$ cat config.mk
export PLATFORM = sky130hd
export DESIGN_NAME = motor_ramp_reversal_sequencer_unit
export DESIGN_NICKNAME = d
export VERILOG_FILES = /design/src/hw/rtl/mrrs_pkg.sv /design/src/hw/rtl/mrrs_core.sv /design/src/hw/rtl/mrrs_out_buf.sv /design/src/hw/rtl/motor_ramp_reversal_sequencer_unit.sv
export SDC_FILE = /design/constraint.sdc
export NUM_CORES = 1
export LEC_CHECK = 0
export BUFFER_PORTS_ARGS = -buffer_cell sky130_fd_sc_hd__buf_4
export CORE_UTILIZATION = 45
export DETAILED_ROUTE_END_ITERATION = 10
export PLACE_DENSITY_LB_ADDON = 0.25
export SLEW_MARGIN = 20
export SYNTH_ARGS = -nofsm -noshare
export SYNTH_HDL_FRONTEND = slang
export SYNTH_SLANG_ARGS = --single-unit
$ cat constraint.sdc
create_clock -name i_clk -period 5.37 [get_ports i_clk]
set_input_delay 0.8055 -clock i_clk [delete_from_list [all_inputs] [get_ports i_clk]]
set_output_delay 0.8055 -clock i_clk [all_outputs]
set_load 0.005 [all_outputs]
$ cat src/hw/rtl/mrrs_pkg.sv
// Shared types and constants for the motor ramp and reversal sequencer.
package mrrs_pkg;

    localparam int unsigned DUTY_W     = 8;
    localparam int unsigned INTERVAL_W = 10;
    localparam int unsigned WAIT_W     = 16;
    localparam int unsigned CFG_IDX_W  = 2;
    localparam int unsigned CFG_DATA_W = 16;

    localparam logic [1:0] CMD_TICK      = 2'd0;
    localparam logic [1:0] CMD_SET_SPEED = 2'd1;
    localparam logic [1:0] CMD_DIRECTION = 2'd2;

    localparam logic [1:0] DIR_STOPPED   = 2'd0;
    localparam logic [1:0] DIR_CW        = 2'd1;
    localparam logic [1:0] DIR_CCW       = 2'd2;
    localparam logic [1:0] DIR_INVALID   = 2'd3;

    localparam logic [CFG_IDX_W-1:0] CFG_RAMP_INTERVAL = 2'd0;
    localparam logic [CFG_IDX_W-1:0] CFG_STOP_WAIT     = 2'd1;
    localparam logic [CFG_IDX_W-1:0] CFG_SETTLE_WAIT   = 2'd2;

    localparam logic [INTERVAL_W-1:0] RAMP_INTERVAL_RESET = 10'd15;
    localparam logic [WAIT_W-1:0]     STOP_WAIT_RESET     = 16'd1000;
    localparam logic [WAIT_W-1:0]     SETTLE_WAIT_RESET   = 16'd200;
    localparam logic [DUTY_W-1:0]     TARGET_DUTY_RESET   = 8'd120;

    typedef struct packed {
        logic [1:0]        cmd;
        logic [DUTY_W-1:0] speed;
        logic [1:0]        direction;
    } t_in_item;

    typedef struct packed {
        logic [DUTY_W-1:0] duty;
        logic              dir_pin;
        logic              enable;
        logic              busy_res;
        logic [1:0]        active_direction;
    } t_out_item;

endpackage

$ cat src/hw/rtl/mrrs_core.sv
// Sequencer state, configuration registers and the single-pass next-state logic.
module mrrs_core
    import mrrs_pkg::*;
(
    input  logic                  i_clk,
    input  logic                  i_rst_n,
    input  logic                  i_cfg_we,
    input  logic [CFG_IDX_W-1:0]  i_cfg_index,
    input  logic [CFG_DATA_W-1:0] i_cfg_data,
    input  logic                  i_accept,
    input  t_in_item              i_item,
    output t_out_item             o_result
);

    typedef enum logic [1:0] {
        PH_NORMAL,
        PH_DOWN,
        PH_STOP,
        PH_SETTLE
    } t_phase;

    logic [INTERVAL_W-1:0] r_ramp_interval;
    logic [WAIT_W-1:0]     r_stop_wait;
    logic [WAIT_W-1:0]     r_settle_wait;

    logic [DUTY_W-1:0] r_duty, n_duty;
    logic [DUTY_W-1:0] r_target, n_target;
    logic [1:0]        r_cur_dir, n_cur_dir;
    logic [1:0]        r_pend_dir, n_pend_dir;
    t_phase            r_phase, n_phase;
    logic [WAIT_W-1:0] r_tick, n_tick;
    logic              r_dir_level, n_dir_level;
    logic              r_enable, n_enable;

    logic [DUTY_W-1:0] goal;
    logic [WAIT_W-1:0] tick_inc;
    logic [WAIT_W-1:0] interval_ext;

    assign tick_inc     = r_tick + WAIT_W'(1);
    assign interval_ext = WAIT_W'(r_ramp_interval);
    assign goal         = (r_phase == PH_NORMAL) ? r_target : '0;

    always_comb begin
        n_duty      = r_duty;
        n_target    = r_target;
        n_cur_dir   = r_cur_dir;
        n_pend_dir  = r_pend_dir;
        n_phase     = r_phase;
        n_tick      = r_tick;
        n_dir_level = r_dir_level;
        n_enable    = r_enable;
        case (i_item.cmd)
            CMD_TICK: begin
                case (r_phase)
                    PH_NORMAL, PH_DOWN: begin
                        if (r_duty == goal) begin
                            n_tick = '0;
                        end else if (tick_inc >= interval_ext) begin
                            n_tick = '0;
                            n_duty = (r_duty < goal) ? r_duty + DUTY_W'(1)
                                                     : r_duty - DUTY_W'(1);
                        end else begin
                            n_tick = tick_inc;
                        end
                        // Ramp-down ends on the first tick that leaves the duty at zero.
                        if (r_phase == PH_DOWN && n_duty == '0) begin
                            n_phase  = PH_STOP;
                            n_enable = 1'b0;
                            n_tick   = '0;
                        end
                    end
                    PH_STOP: begin
                        n_tick = tick_inc;
                        if (tick_inc >= r_stop_wait) begin
                            n_cur_dir   = r_pend_dir;
                            n_dir_level = (r_pend_dir == DIR_CW);
                            n_enable    = 1'b1;
                            n_phase     = PH_SETTLE;
                            n_tick      = '0;
                        end
                    end
                    default: begin
                        n_tick = tick_inc;
                        if (tick_inc >= r_settle_wait) begin
                            n_tick  = '0;
                            n_phase = (r_pend_dir != r_cur_dir) ? PH_DOWN : PH_NORMAL;
                        end
                    end
                endcase
            end
            CMD_SET_SPEED: begin
                n_target = i_item.speed;
            end
            CMD_DIRECTION: begin
                if (i_item.direction != DIR_INVALID) begin
                    if (r_phase == PH_NORMAL) begin
                        if (i_item.direction != r_cur_dir) begin
                            n_pend_dir = i_item.direction;
                            n_phase    = PH_DOWN;
                            n_tick     = '0;
                        end
                    end else begin
                        n_pend_dir = i_item.direction;
                    end
                end
            end
            default: begin
            end
        endcase
    end

    always_comb begin
        o_result.duty             = n_duty;
        o_result.dir_pin          = n_dir_level;
        o_result.enable           = n_enable;
        o_result.busy_res         = (n_phase != PH_NORMAL);
        o_result.active_direction = n_cur_dir;
    end

    always_ff @(posedge i_clk) begin
        if (!i_rst_n) begin
            r_ramp_interval <= RAMP_INTERVAL_RESET;
            r_stop_wait     <= STOP_WAIT_RESET;
            r_settle_wait   <= SETTLE_WAIT_RESET;
        end else if (i_cfg_we) begin
            case (i_cfg_index)
                CFG_RAMP_INTERVAL: r_ramp_interval <= i_cfg_data[INTERVAL_W-1:0];
                CFG_STOP_WAIT:     r_stop_wait     <= i_cfg_data[WAIT_W-1:0];
                CFG_SETTLE_WAIT:   r_settle_wait   <= i_cfg_data[WAIT_W-1:0];
                default: begin
                end
            endcase
        end
    end

    always_ff @(posedge i_clk) begin
        if (!i_rst_n) begin
            r_duty      <= '0;
            r_target    <= TARGET_DUTY_RESET;
            r_cur_dir   <= DIR_STOPPED;
            r_pend_dir  <= DIR_STOPPED;
            r_phase     <= PH_NORMAL;
            r_tick      <= '0;
            r_dir_level <= 1'b0;
            r_enable    <= 1'b1;
        end else if (i_accept) begin
            r_duty      <= n_duty;
            r_target    <= n_target;
            r_cur_dir   <= n_cur_dir;
            r_pend_dir  <= n_pend_dir;
            r_phase     <= n_phase;
            r_tick      <= n_tick;
            r_dir_level <= n_dir_level;
            r_enable    <= n_enable;
        end
    end

endmodule

$ cat src/hw/rtl/mrrs_out_buf.sv
// Result register with a skid entry, so a stalled result does not block the input side.
module mrrs_out_buf
    import mrrs_pkg::*;
(
    input  logic      i_clk,
    input  logic      i_rst_n,
    input  logic      i_push,
    input  t_out_item i_result,
    output logic      o_full,
    output logic      o_out_valid,
    input  logic      i_out_stall,
    output t_out_item o_out_data
);

    logic      r_out_valid;
    logic      r_skid_valid;
    t_out_item r_out;
    t_out_item r_skid;
    logic      take;

    assign take        = r_out_valid && !i_out_stall;
    assign o_full      = r_skid_valid;
    assign o_out_valid = r_out_valid;
    assign o_out_data  = r_out;

    always_ff @(posedge i_clk) begin
        if (!i_rst_n) begin
            r_out_valid  <= 1'b0;
            r_skid_valid <= 1'b0;
        end else begin
            if (i_push) begin
                // The input side only pushes while the skid entry is empty.
                if (!r_out_valid || take) begin
                    r_out_valid <= 1'b1;
                end else begin
                    r_skid_valid <= 1'b1;
                end
            end else if (take) begin
                if (r_skid_valid) begin
                    r_skid_valid <= 1'b0;
                end else begin
                    r_out_valid <= 1'b0;
                end
            end
        end
    end

    always_ff @(posedge i_clk) begin
        if (i_push) begin
            if (!r_out_valid || take) begin
                r_out <= i_result;
            end else begin
                r_skid <= i_result;
            end
        end else if (take && r_skid_valid) begin
            r_out <= r_skid;
        end
    end

endmodule

$ cat src/hw/rtl/motor_ramp_reversal_sequencer_unit.sv
// Each accepted item's result is registered in the output register, or in the one-entry
// skid when the output stalls. Throughput: one transaction per cycle while the skid is
// empty; the next-state logic and state registers settle each item in a single pass.
// Reset is synchronous and active low: it restores the configuration defaults and the
// idle sequencer state, and empties the result buffer.
module motor_ramp_reversal_sequencer_unit
    import mrrs_pkg::*;
(
    input  logic                  i_clk,
    input  logic                  i_rst_n,
    input  logic                  i_cfg_we,
    input  logic [CFG_IDX_W-1:0]  i_cfg_index,
    input  logic [CFG_DATA_W-1:0] i_cfg_data,
    input  logic                  i_in_valid,
    output logic                  o_in_stall,
    input  t_in_item              i_in_data,
    output logic                  o_out_valid,
    input  logic                  i_out_stall,
    output t_out_item             o_out_data
);

    logic      accept;
    logic      buf_full;
    t_out_item result;

    assign o_in_stall = buf_full;
    assign accept     = i_in_valid && !buf_full;

    mrrs_core u_core (
        .i_clk       (i_clk),
        .i_rst_n     (i_rst_n),
        .i_cfg_we    (i_cfg_we),
        .i_cfg_index (i_cfg_index),
        .i_cfg_data  (i_cfg_data),
        .i_accept    (accept),
        .i_item      (i_in_data),
        .o_result    (result)
    );

    mrrs_out_buf u_out_buf (
        .i_clk       (i_clk),
        .i_rst_n     (i_rst_n),
        .i_push      (accept),
        .i_result    (result),
        .o_full      (buf_full),
        .o_out_valid (o_out_valid),
        .i_out_stall (i_out_stall),
        .o_out_data  (o_out_data)
    );

    // A full skid entry means the result register is occupied too.
    a_skid_implies_out: assert property (@(posedge i_clk) disable iff (!i_rst_n)
        o_in_stall |-> o_out_valid)
        else $error("skid entry holds a result while the output register is empty");

    // Outside a direction change the driver is always enabled.
    a_idle_enabled: assert property (@(posedge i_clk) disable iff (!i_rst_n)
        (o_out_valid && !o_out_data.busy_res) |-> o_out_data.enable)
        else $error("driver disabled while no direction change runs");

    // The pin is high only when clockwise is the direction in force.
    a_pin_matches_dir: assert property (@(posedge i_clk) disable iff (!i_rst_n)
        (o_out_valid && o_out_data.dir_pin) |-> (o_out_data.active_direction == DIR_CW))
        else $error("direction pin high without clockwise direction");

    // An accepted transaction always leaves a result waiting in the next cycle.
    a_accept_gives_result: assert property (@(posedge i_clk) disable iff (!i_rst_n)
        accept |=> o_out_valid)
        else $error("accepted transaction produced no result");

endmodule
# Word level (Yosys, flattened, before mapping)
# Cells that the tools add are included.
# classes
n_mux	49
n_eq_ne	18
addsub	3
bitwise	1
n_reduce_logical	27
n_lt_le_gt_ge	4
# op_table
cell	n
16-bit two-way mux	8
8-bit two-way mux	8
16-bit case mux with 2 select lines	2
13-bit two-way mux	3
16-bit greater-or-equal comparator	2
2-bit two-way mux	11
16-bit by 1-bit adder with 16-bit output (second input constant)	1
16-bit by 10-bit greater-or-equal comparator with 1-bit output	1
1-bit two-way mux	14
2-bit AND reduction	7
8-bit by 1-bit adder with 8-bit output (second input constant)	1
2-bit by 1-bit == test with 1-bit output (second input constant)	4
8-bit == test	1
8-bit logical NOT	1
8-bit < comparator	1
2-bit by 1-bit != test with 1-bit output (second input constant)	4
2-bit != test (second input constant)	4
2-bit case mux with 2 select lines	2
2-bit nonzero test	4
8-bit by 1-bit subtractor with 8-bit output (second input constant)	1
2-bit == test (second input constant)	3
2-bit logical NOT	3
5-bit AND reduction	1
1-bit logical AND	4
other kinds (8)	11
# word_totals
ff_bits	110
out_inout_bits	15
word_cells	125

# Depth between registers and ports, before layout
# Gate-level depths: netlist (run 1).
# logic_depth
ltp_word	16
ltp_mapped	20
ltp_nobuf	18

# By module
# Synthesis (run 1) repeated with hierarchy kept, for this count alone.
# unflattened
cells_unflattened	725
hier_area_um2	6595.1
# modules_own_cells
mod	area_each_um2	cells_per_inst	instances
mrrs_core	5492.8	672	1
mrrs_out_buf	1088.5	52	1
motor_ramp_reversal_sequencer_unit	13.8	1	1

# Worst setup path before layout (run 1)
# Ideal clock, no wire load.
# synth_path
path_kind	reg-to-reg
start	register u_core.r_phase[1]
end	register u_core.r_tick[2]
arrival_time_ps	4336
slack_ps	920
synth_period_minus_slack_ps	4450
t_required_ps	5256
stages_incl_launch_ff	20
path_buffers	2
path_cell_list	dfxtp_1 clkbuf_1 nor2_1 nand2_1 ha_1 nor2b_1 nor3_1 o21ai_0 a221o_1 ha_1 and3b_1 a2111oi_0 o211ai_1 nor4_1 nand3_1 o31ai_2 a41o_1 buf_6 nor3b_1 a21o_1
# synth_between
elab_chain_cells	13
elab_cells_between_ends	20
cone_classes	1 x order compare; 4 x eq/ne; 10 x mux; 5 x reduce/logical
# synth_rtl
item	line	source
start: declaration	mrrs_core.sv:30	t_phase r_phase, n_phase;
start signal: assignment	mrrs_core.sv:151	r_phase <= n_phase;
2-bit logical NOT	mrrs_core.sv:41, mrrs_core.sv:54, mrrs_core.sv:96	
8-bit two-way mux	mrrs_core.sv:41	assign goal = (r_phase == PH_NORMAL) ? r_target : '0;
8-bit < comparator	mrrs_core.sv:60	n_duty = (r_duty < goal) ? r_duty + DUTY_W'(1)
8-bit two-way mux	mrrs_core.sv:60	
8-bit two-way mux	mrrs_core.sv:58	end else if (tick_inc >= interval_ext) begin
8-bit two-way mux	mrrs_core.sv:56	if (r_duty == goal) begin
8-bit two-way mux	mrrs_core.sv:54	case (r_phase)
8-bit two-way mux	mrrs_core.sv:52	case (i_item.cmd)
8-bit logical NOT	mrrs_core.sv:66	if (r_phase == PH_DOWN && n_duty == '0) begin
1-bit logical AND	mrrs_core.sv:66	
16-bit two-way mux	mrrs_core.sv:66	
16-bit case mux with 2 select lines	mrrs_core.sv:54	
16-bit case mux with 2 select lines	mrrs_core.sv:52	
end signal: assignment	mrrs_core.sv:152	r_tick <= n_tick;
end: declaration	mrrs_core.sv:31	logic [WAIT_W-1:0] r_tick, n_tick;
# Parallel ways exist; a longest one is shown, timed or not. The select of a mux whose other input is x is not followed.
# A chain may end at the register's enable or synchronous reset.

# Worst setup path in the final report (run 1)
# layout_path
start	register u_core.r_phase[0]
end	register u_core.r_tick[7]
# The elaborated chain is that of the path after synthesis.

==> out/results.txt, run 1 <==
Post-Syn Area per Cell = 8.55 sq um
Clock tree root driver cell = clkbuf_16
Worst R2R Path Depth = 17
Placed Area = 0.00690 sq mm
Vias = 5289
R2r endpoint = u_core.r_tick[7]
CTS tree = done
Util after Layout = 0.519
Crit path capture = u_core.r_tick[7]
Setup crit start = u_core.r_phase[0]
Share of layout cells above drive strength 1 = 0.104
Final Setup Violations = 0
Commonest non-fill, non-tap cell in the layout = nand2_1
CP arrival = 5.24 ns
Row count = 43
Final Skew = 0.00883 ns
Nets = 878
Post-Place Worst Slack = 0.251 ns
CP max stage delay = 0.50 ns
Sequential area share after synthesis = 0.385
H-tree lvl count = 3
Vert. Die Dim = 121 microns
Max_slew headroom = 0.378
Final slew viol count = 0
R2R Path Start = u_core.r_phase[0]
VDD IR max = 0.203 mV
Num CTS Buffers = 9
CP max-delay cell = a221o_1
Starting density of the core = 0.461
Fmax = 200 MHz
Flop-to-flop setup slack = 0.38 ns
Setup ws final = 0.380 ns
Io pins = 50
Synth Flop Type = dfxtp_1
Yosys warns = 0
Number of max-cap violations = 0
Final WL = 14700 microns
Post-DRT Antenna Nets = 0
Worst-path fanout max = 13
Iter 0 DRT Violations = 355
Core ar. = 0.0139 sq mm
Initial antenna violation count = 0
Drt drc = 0
Leak = 3.12 nW
CP top delay family = compound AO/OA/AOI/OAI gates
Die ar. = 0.0147 sq mm
Max Root-Sink Buffers = 2
Critical Path Start Type = flop
Vias/cell = 5.46
First-pass GRT wire length = 24700 microns
FFs w/ async S/R, synth = 0
Register area = 0.00246 sq mm
Gpl congestion = 0.879
Outcome = completed
Yosys reg bits = 110
Layout fillers = 1294
Power density over the cells = 255 mW/mm^2
Min-Delay Path Class = flop to flop
Setup TNS = 0 ns
Vias in the first global route = 5248
Worst slew pin tran = 0.928 ns
Final Hold Fails = 0
Diode count = 0
Setup crit end kind = flop
Design Area, Final = 0.00720 sq mm
Input/output buffers = 49
CP cell instances = nor2_2, buf_4, nand2_1, ha_1, nor3_1, o21ai_0, a221o_1, ha_1, and3b_1, a2111oi_0, o211ai_1, nor4_1, nand3_1, o31ai_2, a41o_2, o21ai_0, a21o_1
Global-route usage over all layers = 0.215
WL per Instance = 15.2 microns
Final Critical Period = 4.99 ns
RSZ-0062 raised after global routing = no
Power, Total = 1.83 mW
CP Buf/Inv Count = 1
Post-synthesis cell type count = 60
Total grt overflow = 0
Most frequent cells in the layout = nand2_1, dfxtp_1, inv_1, ha_1, buf_4
CP Depth = 17
Die width = 121 microns
Mapped Cells = 748
Pre-antenna DRT Iters = 5
Worst skew pair latency = 0.35 ns
EDFF count, synth = 26
Multi-input logic area = 0.00359 sq mm
Final worst-path cycle share = 0.929
Pin count of the biggest net entering global routing = 79
CP Class = flop to flop
DPL Wire Length = 11100 microns
Area delta synth->final = 12.6%
Mapped Area = 0.00639 sq mm
Critical Path RT = 5.62 ns
Post-synth net total = 843
CTS clk-pin slew, worst paths = 0.07 ns
# clock sinks = 110
-- cell type report --
class | count | area share
multi-input cells | 547 | 0.498
clock buffers | 11 | 0.0323
inverters | 62 | 0.0323
repair buffers | 53 | 0.0552
flip-flops and latches | 110 | 0.342
clock inverters | 5 | 0.00851
well taps | 180 | 0.0313
-- power by group --
part,switching (mW),internal (mW),total (mW)
registers,0.0243,0.884,0.908
logic,0.149,0.110,0.259
clock network,0.303,0.363,0.666
-- cells by family (layout without fill, tap and decap cells) --
logic type	count (synthesis)	count (layout)	synth area share
adder cells (fa/ha/maj)	60	60	0.119
AO/OA/AOI/OAI	175	175	0.180
flip-flops	110	110	0.385
AND/OR/NAND/NOR	273	273	0.206
XOR/XNOR	28	28	0.0383
buffers and inverters	91	131	0.0546
multiplexers	11	11	0.0172
-- worst register-to-register path: stages, from the launching register on --
cell	delay [ns]
dfxtp_1	0.43
nor2_2	0.31
buf_4	0.19
nand2_1	0.05
ha_1	0.20
nor3_1	0.22
o21ai_0	0.14
a221o_1	0.50
ha_1	0.46
and3b_1	0.20
a2111oi_0	0.37
o211ai_1	0.18
nor4_1	0.43
nand3_1	0.14
o31ai_2	0.36
a41o_2	0.39
o21ai_0	0.12
a21o_1	0.19
-- synthesized netlist by cell type (all sizes together) (16+ instances only) --
cell type	instances	area share
a21boi	35	0.041
nand3	16	0.013
clkbuf	28	0.016
nor2	38	0.023
inv	62	0.036
ha	59	0.12
o21ai	29	0.023
nand2	135	0.079
edfxtp	26	0.12
dfxtp	84	0.26
a21oi	47	0.037
-- sequential cells by signal, summed over array words and instances, names as in the netlist, 2 cells and up --
signal                  count
u_core.r_duty               8
u_core.r_settle_wait       16
u_core.r_pend_dir           2
u_core.r_ramp_interval     10
u_core.r_phase              2
u_out_buf.r_skid           13
u_out_buf.o_out_data       13
u_core.r_cur_dir            2
u_core.r_target             8
u_core.r_tick              16
u_core.r_stop_wait         16
-- worst min path at each step --
stage,endpoint,startpoint,slack [ns],cells past startpoint
floorplan,u_core.r_target[0],u_core.r_target[0],0.44,2
global placement,u_core.r_tick[6],u_core.r_tick[6],0.45,2
detailed placement,u_core.r_settle_wait[11],u_core.r_settle_wait[11],0.46,2
CTS,u_core.r_target[0],u_core.r_target[0],0.47,2
global route,u_core.r_stop_wait[13],u_core.r_stop_wait[13],0.48,2
finish,u_core.r_target[0],u_core.r_target[0],0.46,2
-- through the flow --
| stage | hold slack, ns | cells |
|---|---|---|
| 3_5_place_dp | 0.460 | 952 |
| 2_1_floorplan | 0.439 | 748 |
| 6_report | 0.464 | 968 |
| 3_3_place_gp | 0.452 | 952 |
| 5_1_grt | 0.485 | 968 |
| 4_1_cts | 0.469 | 968 |
-- per-layer routing --
metal,GRT usage,part of all wire,up-vias
li1,-,-,2667
met2,0.394,0.51,125
met3,0.0399,0.033,31
met1,0.246,0.43,2466
met4,0.0833,0.025,0
met5,0,0,-
-- repair_timing --
item                                    4_1_cts  5_1_grt
endpoints found under the hold margin         0        0
endpoints found under the setup margin        0       14
hold buffers                                  0        0
resized for setup                             0        2
buffers inserted                              0        0
No activity file was read; power rests on OpenSTA's default activity.
==> inputs of run 2 (changes only) <==
--- a/config.mk
+++ b/config.mk
@@ -6,7 +6,8 @@
 export NUM_CORES = 1
 export LEC_CHECK = 0
 export BUFFER_PORTS_ARGS = -buffer_cell sky130_fd_sc_hd__buf_4
-export CORE_UTILIZATION = 45
+export CORE_ASPECT_RATIO = 0.9
+export CORE_UTILIZATION = 55
 export DETAILED_ROUTE_END_ITERATION = 10
 export PLACE_DENSITY_LB_ADDON = 0.25
 export SLEW_MARGIN = 20
==> run 2 against run 1 <==
Largest power group unchanged. Global-route usage increased by 4.0 points. Setup slack improved by 0.11 ns. Critical path depth unchanged. Die area decreased by 18%. Core utilization increased by 13 points. Combinational power about the same.
==> out/results.txt, run 2 (synthesized netlist as in run 1, its figures left out) <==
Outcome = completed
Starting density of the core = 0.577
First-pass GRT wire length = 24300 microns
Final worst-path cycle share = 0.909
DPL Wire Length = 10600 microns
VDD IR max = 0.193 mV
Nets = 878
Hold_ws = 0.467 ns
Row count = 36
Pre-antenna DRT Iters = 6
Die ar. = 0.0121 sq mm
H-tree lvl count = 3
Core ar. = 0.0111 sq mm
Final WL = 14600 microns
Commonest non-fill, non-tap cell in the layout = nand2_1
Worst-path fanout max = 13
Clock tree root driver cell = clkbuf_16
Power density over the cells = 251 mW/mm^2
WL per Instance = 15.5 microns
Worst slew pin tran = 0.995 ns
Worst skew pair latency = 0.36 ns
Io pins = 50
Num CTS Buffers = 9
Number of max-cap violations = 0
DR top layer = met4
Iter 0 DRT Violations = 394
RSZ-0062 raised after global routing = no
Input/output buffers = 49
Critical Path RT = 5.46 ns
Pin count of the biggest net entering global routing = 79
CP arrival = 4.97 ns
Max_slew headroom = 0.336
Vias in the first global route = 5080
Util after Layout = 0.644
Final slew viol count = 0
Setup Buffers After CTS = 0
Fmax = 205 MHz
Diode count = 0
Initial antenna violation count = 0
CTS tree = done
DRT met1 WL = 6680 microns
Drt drc = 0
CP cell instances = nor2_4, nand2_1, ha_1, nor2b_1, nor3_1, o21ai_0, a221o_1, ha_1, and3b_1, a2111oi_0, o211ai_1, nor4_1, nand3_1, o31ai_2, a22o_1, and2_1, a311oi_1
Vias/cell = 5.69
CP max stage delay = 0.51 ns
Global-route usage over all layers = 0.256
Final Skew = 0.0111 ns
Total grt overflow = 0
Detailed-routed wire length on met2 = 6910 microns
CP Buf/Inv Count = 0
Setup crit end kind = flop
Leak = 3.12 nW
Most frequent cells in the layout = nand2_1, dfxtp_1, inv_1, ha_1, buf_4
Share of layout cells above drive strength 1 = 0.100
Max Root-Sink Buffers = 2
Die width = 116 microns
CP Class = flop to flop
Setup TNS = 0 ns
CP max-delay cell = a221o_1
CTS clk-pin slew, worst paths = 0.07 ns
Final Hold Fails = 0
Vert. Die Dim = 104 microns
Power, Total = 1.79 mW
Area delta synth->final = 11.7%
Vias = 5344
Post-DRT Antenna Nets = 0
Critical Path Start Type = flop
# clock sinks = 110
Min-Delay Path Class = flop to flop
Most used cell, CP = ha_1
Layout fillers = 979
Gpl congestion = 0.847
Final Critical Period = 4.88 ns
Final Setup Violations = 0
Top flop regs = u_core.r_settle_wait x16, u_core.r_stop_wait x16, u_core.r_tick x16
Metal3 WL = 794 microns
CP top delay family = compound AO/OA/AOI/OAI gates
==> run 2: cell count changes in the layout (fill, tap and decap cells not counted), sizes merged <==
| cell | before | now |
|---|---|---|
| clkinv | 1 | 2 |
| clkinvlp | 3 | 0 |
| clkbuf | 11 | 14 |
| bufinv | 1 | 0 |
==> run 2: path summary, 6_finish.rpt <==
path / startpoint / end / slack, ns / cells past startpoint
setup reg to reg: u_core.r_phase[0] / u_out_buf.o_out_data[3] / 0.49 / 17
hold / removal: u_core.r_ramp_interval[5] / u_core.r_ramp_interval[5] / 0.47 / 2
setup / recovery: u_core.r_phase[0] / u_out_buf.o_out_data[3] / 0.49 / 17
hold reg to reg: u_core.r_ramp_interval[5] / u_core.r_ramp_interval[5] / 0.47 / 2
==> run 2: report_power, final <==
part	total, mW	internal, mW	leakage, nW	switching [mW]
Combinational	0.260	0.110	2.06	0.150
Clock	0.622	0.327	0.128	0.295
Sequential	0.909	0.884	0.930	0.0245
==> run 2: worst register-to-register path: cells and delay by family, from the launching register on <==
| kind | cells | cell delay (ns) |
|---|---|---|
| AO/OA/AOI/OAI | 7 | 1.88 |
| adder cells (fa/ha/maj) | 2 | 0.74 |
| flip-flops | 1 | 0.46 |
| AND/OR/NAND/NOR | 8 | 1.55 |
==> run 2: per-stage QoR <==
| step | area, sq um | setup WS, ns | cells |
|---|---|---|---|
| floorplan | 6390 | 0.920 | 748 |
| detailed placement | 6870 | 0.227 | 924 |
| global placement | 6870 | 0.500 | 924 |
| finish | 7140 | 0.486 | 940 |
| global route | 7140 | 0.0602 | 940 |
| CTS | 7130 | 0.220 | 940 |
==> run 2: cell type report <==
type                       instances  area (sq um)  share of cell area
clock buffer                      14           254              0.0356
timing repair buffer              53           398              0.0557
multi-input combinational        547          3590               0.503
clock inverter                     2          8.76             0.00123
sequential                       110          2460               0.345
tap                              152           190              0.0266
inverter                          62           233              0.0326
==> run 2: per-layer routing <==
metal  GRT usage  vias up
li1            -     2661
met1       0.342     2520
met2       0.417      147
met3      0.0443       16
met4      0.0815        0
met5           0        -
==> run 2: what timing repair did <==
item / in CTS / in global routing
endpoints found under the setup margin: 0 / 16
hold buffers: 0 / 0
gates resized for setup: 0 / 3
==> inputs of run 3 (changes only) <==
--- a/config.mk
+++ b/config.mk
@@ -10,6 +10,7 @@
 export CORE_UTILIZATION = 55
 export DETAILED_ROUTE_END_ITERATION = 10
 export PLACE_DENSITY_LB_ADDON = 0.25
+export RECOVER_POWER = 25
 export SLEW_MARGIN = 20
 export SYNTH_ARGS = -nofsm -noshare
 export SYNTH_HDL_FRONTEND = slang
==> run 3 against run 2 <==
Setup slack better by 0.0023 ns. Critical path depth stayed put. Hold slack worse by 0.00075 ns. Core utilization hardly changed. Critical path type unchanged. Critical endpoint unchanged.
==> out/results.txt, run 3 (synthesized netlist as in run 1, its figures left out) <==
DPL Wire Length = 10600 microns
Design Area, Final = 0.00714 sq mm
H-tree lvl count = 3
Nets = 878
Diode count = 0
Power density over the cells = 251 mW/mm^2
Global-route usage over all layers = 0.256
Setup TNS = 0 ns
Vias in the first global route = 5080
HP Start = u_core.r_ramp_interval[5]
Min-Delay Path Class = flop to flop
Vias/cell = 5.69
Sequential share of power = 0.508
Final Critical Period = 4.88 ns
Setup crit end kind = flop
Multi-input logic area = 0.00359 sq mm
Placed Area = 0.00687 sq mm
CTS clk-pin slew, worst paths = 0.07 ns
Top flop regs = u_core.r_settle_wait x16, u_core.r_stop_wait x16, u_core.r_tick x16
Row count = 36
Flop-to-flop setup slack = 0.49 ns
Layout fillers = 981
Final worst-path cycle share = 0.909
# clock sinks = 110
Final WL = 14600 microns
Iter 0 DRT Violations = 435
Max Root-Sink Buffers = 2
Clock power share = 0.348
Final Skew = 0.0117 ns
Final Hold Fails = 0
Max_slew headroom = 0.339
Combinational share of power = 0.145
R2R Path Start = u_core.r_phase[0]
Die ar. = 0.0121 sq mm
Drt drc = 0
Die width = 116 microns
Vias = 5351
Input/output buffers = 49
Worst-path fanout max = 13
RSZ-0062 raised after global routing = no
Setup ws final = 0.488 ns
VDD IR max = 0.192 mV
Critical Path RT = 5.46 ns
Final Setup Violations = 0
Post-DRT Antenna Nets = 0
Gpl congestion = 0.847
WL per Instance = 15.5 microns
CP arrival = 4.97 ns
CP Class = flop to flop
Critical Path Start Type = flop
Most frequent cells in the layout = nand2_1, dfxtp_1, inv_1, ha_1, a21oi_1
Pre-antenna DRT Iters = 5
Sw frac = 0.263
Util after Layout = 0.644
Pin count of the biggest net entering global routing = 79
CTS tree = done
First-pass GRT wire length = 24300 microns
Num CTS Buffers = 9
Worst skew pair latency = 0.36 ns
Commonest non-fill, non-tap cell in the layout = nand2_1
Share of layout cells above drive strength 1 = 0.0990
P_int = 1.32 mW
Starting density of the core = 0.577
Number of max-cap violations = 0
Core ar. = 0.0111 sq mm
Initial antenna violation count = 0
Post-Place Worst Slack = 0.227 ns
Fmax = 205 MHz
Final slew viol count = 0
Hold Crit Endpoint = u_core.r_ramp_interval[5]
Vert. Die Dim = 104 microns
Worst R2R Path Depth = 17
Outcome = completed
Worst slew pin tran = 0.989 ns
Net switching power = 0.470 mW
Leak = 3.11 nW
Hold path depth = 2
Total grt overflow = 0
Area delta synth->final = 11.6%
Io pins = 50
Register area = 0.00246 sq mm
Clock tree root driver cell = clkbuf_16
R2r endpoint = u_out_buf.o_out_data[3]
## run 3: changes by cell type in the layout (fill, tap and decap cells not counted)
cell | previous run | this run
buf_4 | 53 | 38
clkbuf_4 | 0 | 14
clkbuf_1 | 4 | 5
## run 3: worst max path at each step
stage	start	to	slack [ns]	depth (start not counted)
6_report	u_core.r_phase[0]	u_out_buf.o_out_data[3]	0.49	17
5_1_grt	u_core.r_phase[0]	u_core.r_tick[7]	0.06	17
4_1_cts	u_core.r_phase[0]	u_core.r_tick[4]	0.22	17
3_5_place_dp	u_core.r_phase[0]	u_core.r_tick[4]	0.23	17
3_3_place_gp	u_core.r_phase[0]	u_core.r_tick[7]	0.50	17
2_1_floorplan	u_core.r_phase[1]	u_core.r_tick[2]	0.92	19
## run 3: worst max-delay path, cell delays in order (launching register included)
cell,delay [ns]
dfxtp_1,0.46
nor2_4,0.26
nand2_1,0.09
ha_1,0.29
nor2b_1,0.13
nor3_1,0.11
o21ai_0,0.12
a221o_1,0.51
ha_1,0.45
and3b_1,0.20
a2111oi_0,0.40
o211ai_1,0.19
nor4_1,0.42
nand3_1,0.14
o31ai_2,0.33
a22o_1,0.23
and2_1,0.19
a311oi_1,0.10
## run 3: power groups by stage
stage | Clock (mW) | Sequential, mW | Combinational, mW
2_1_floorplan | 0 | 0.920 | 0.171
3_3_place_gp | 0 | 0.925 | 0.243
3_5_place_dp | 0 | 0.927 | 0.257
4_1_cts | 0.633 | 0.908 | 0.259
5_1_grt | 0.662 | 0.913 | 0.290
6_report | 0.623 | 0.908 | 0.259
## run 3: layout make-up
| type | instances | area share |
|---|---|---|
| tap | 152 | 0.0266 |
| sequential | 110 | 0.345 |
| timing repair buffer | 53 | 0.0552 |
| clock inverter | 2 | 0.00123 |
| inverter | 62 | 0.0326 |
| multi-input combinational | 547 | 0.504 |
| clock buffer | 14 | 0.0356 |
## run 3: stage by stage
stage	instances	hold WS, ns	power [mW]
after floorplan	748	0.439	1.09
after global placement	924	0.450	1.17
after detailed placement	924	0.459	1.18
after CTS	940	0.468	1.80
after global routing	940	0.490	1.86
final	940	0.466	1.79
## run 3: metal layers
| layer | vias to the layer above | wire length, microns | GRT usage |
|---|---|---|---|
| li1 | 2666 | - | - |
| met3 | 18 | 754 | 0.0443 |
| met1 | 2522 | 6670 | 0.342 |
| met4 | 0 | 222 | 0.0815 |
| met2 | 145 | 6940 | 0.417 |
| met5 | - | 0 | 0 |
## run 3: repair_timing
action / 4_1_cts / 5_1_grt
hold buffers: 0 / 0
setup buffers: 0 / 0
setup endpoints to repair: 0 / 16
resized for setup: 0 / 3
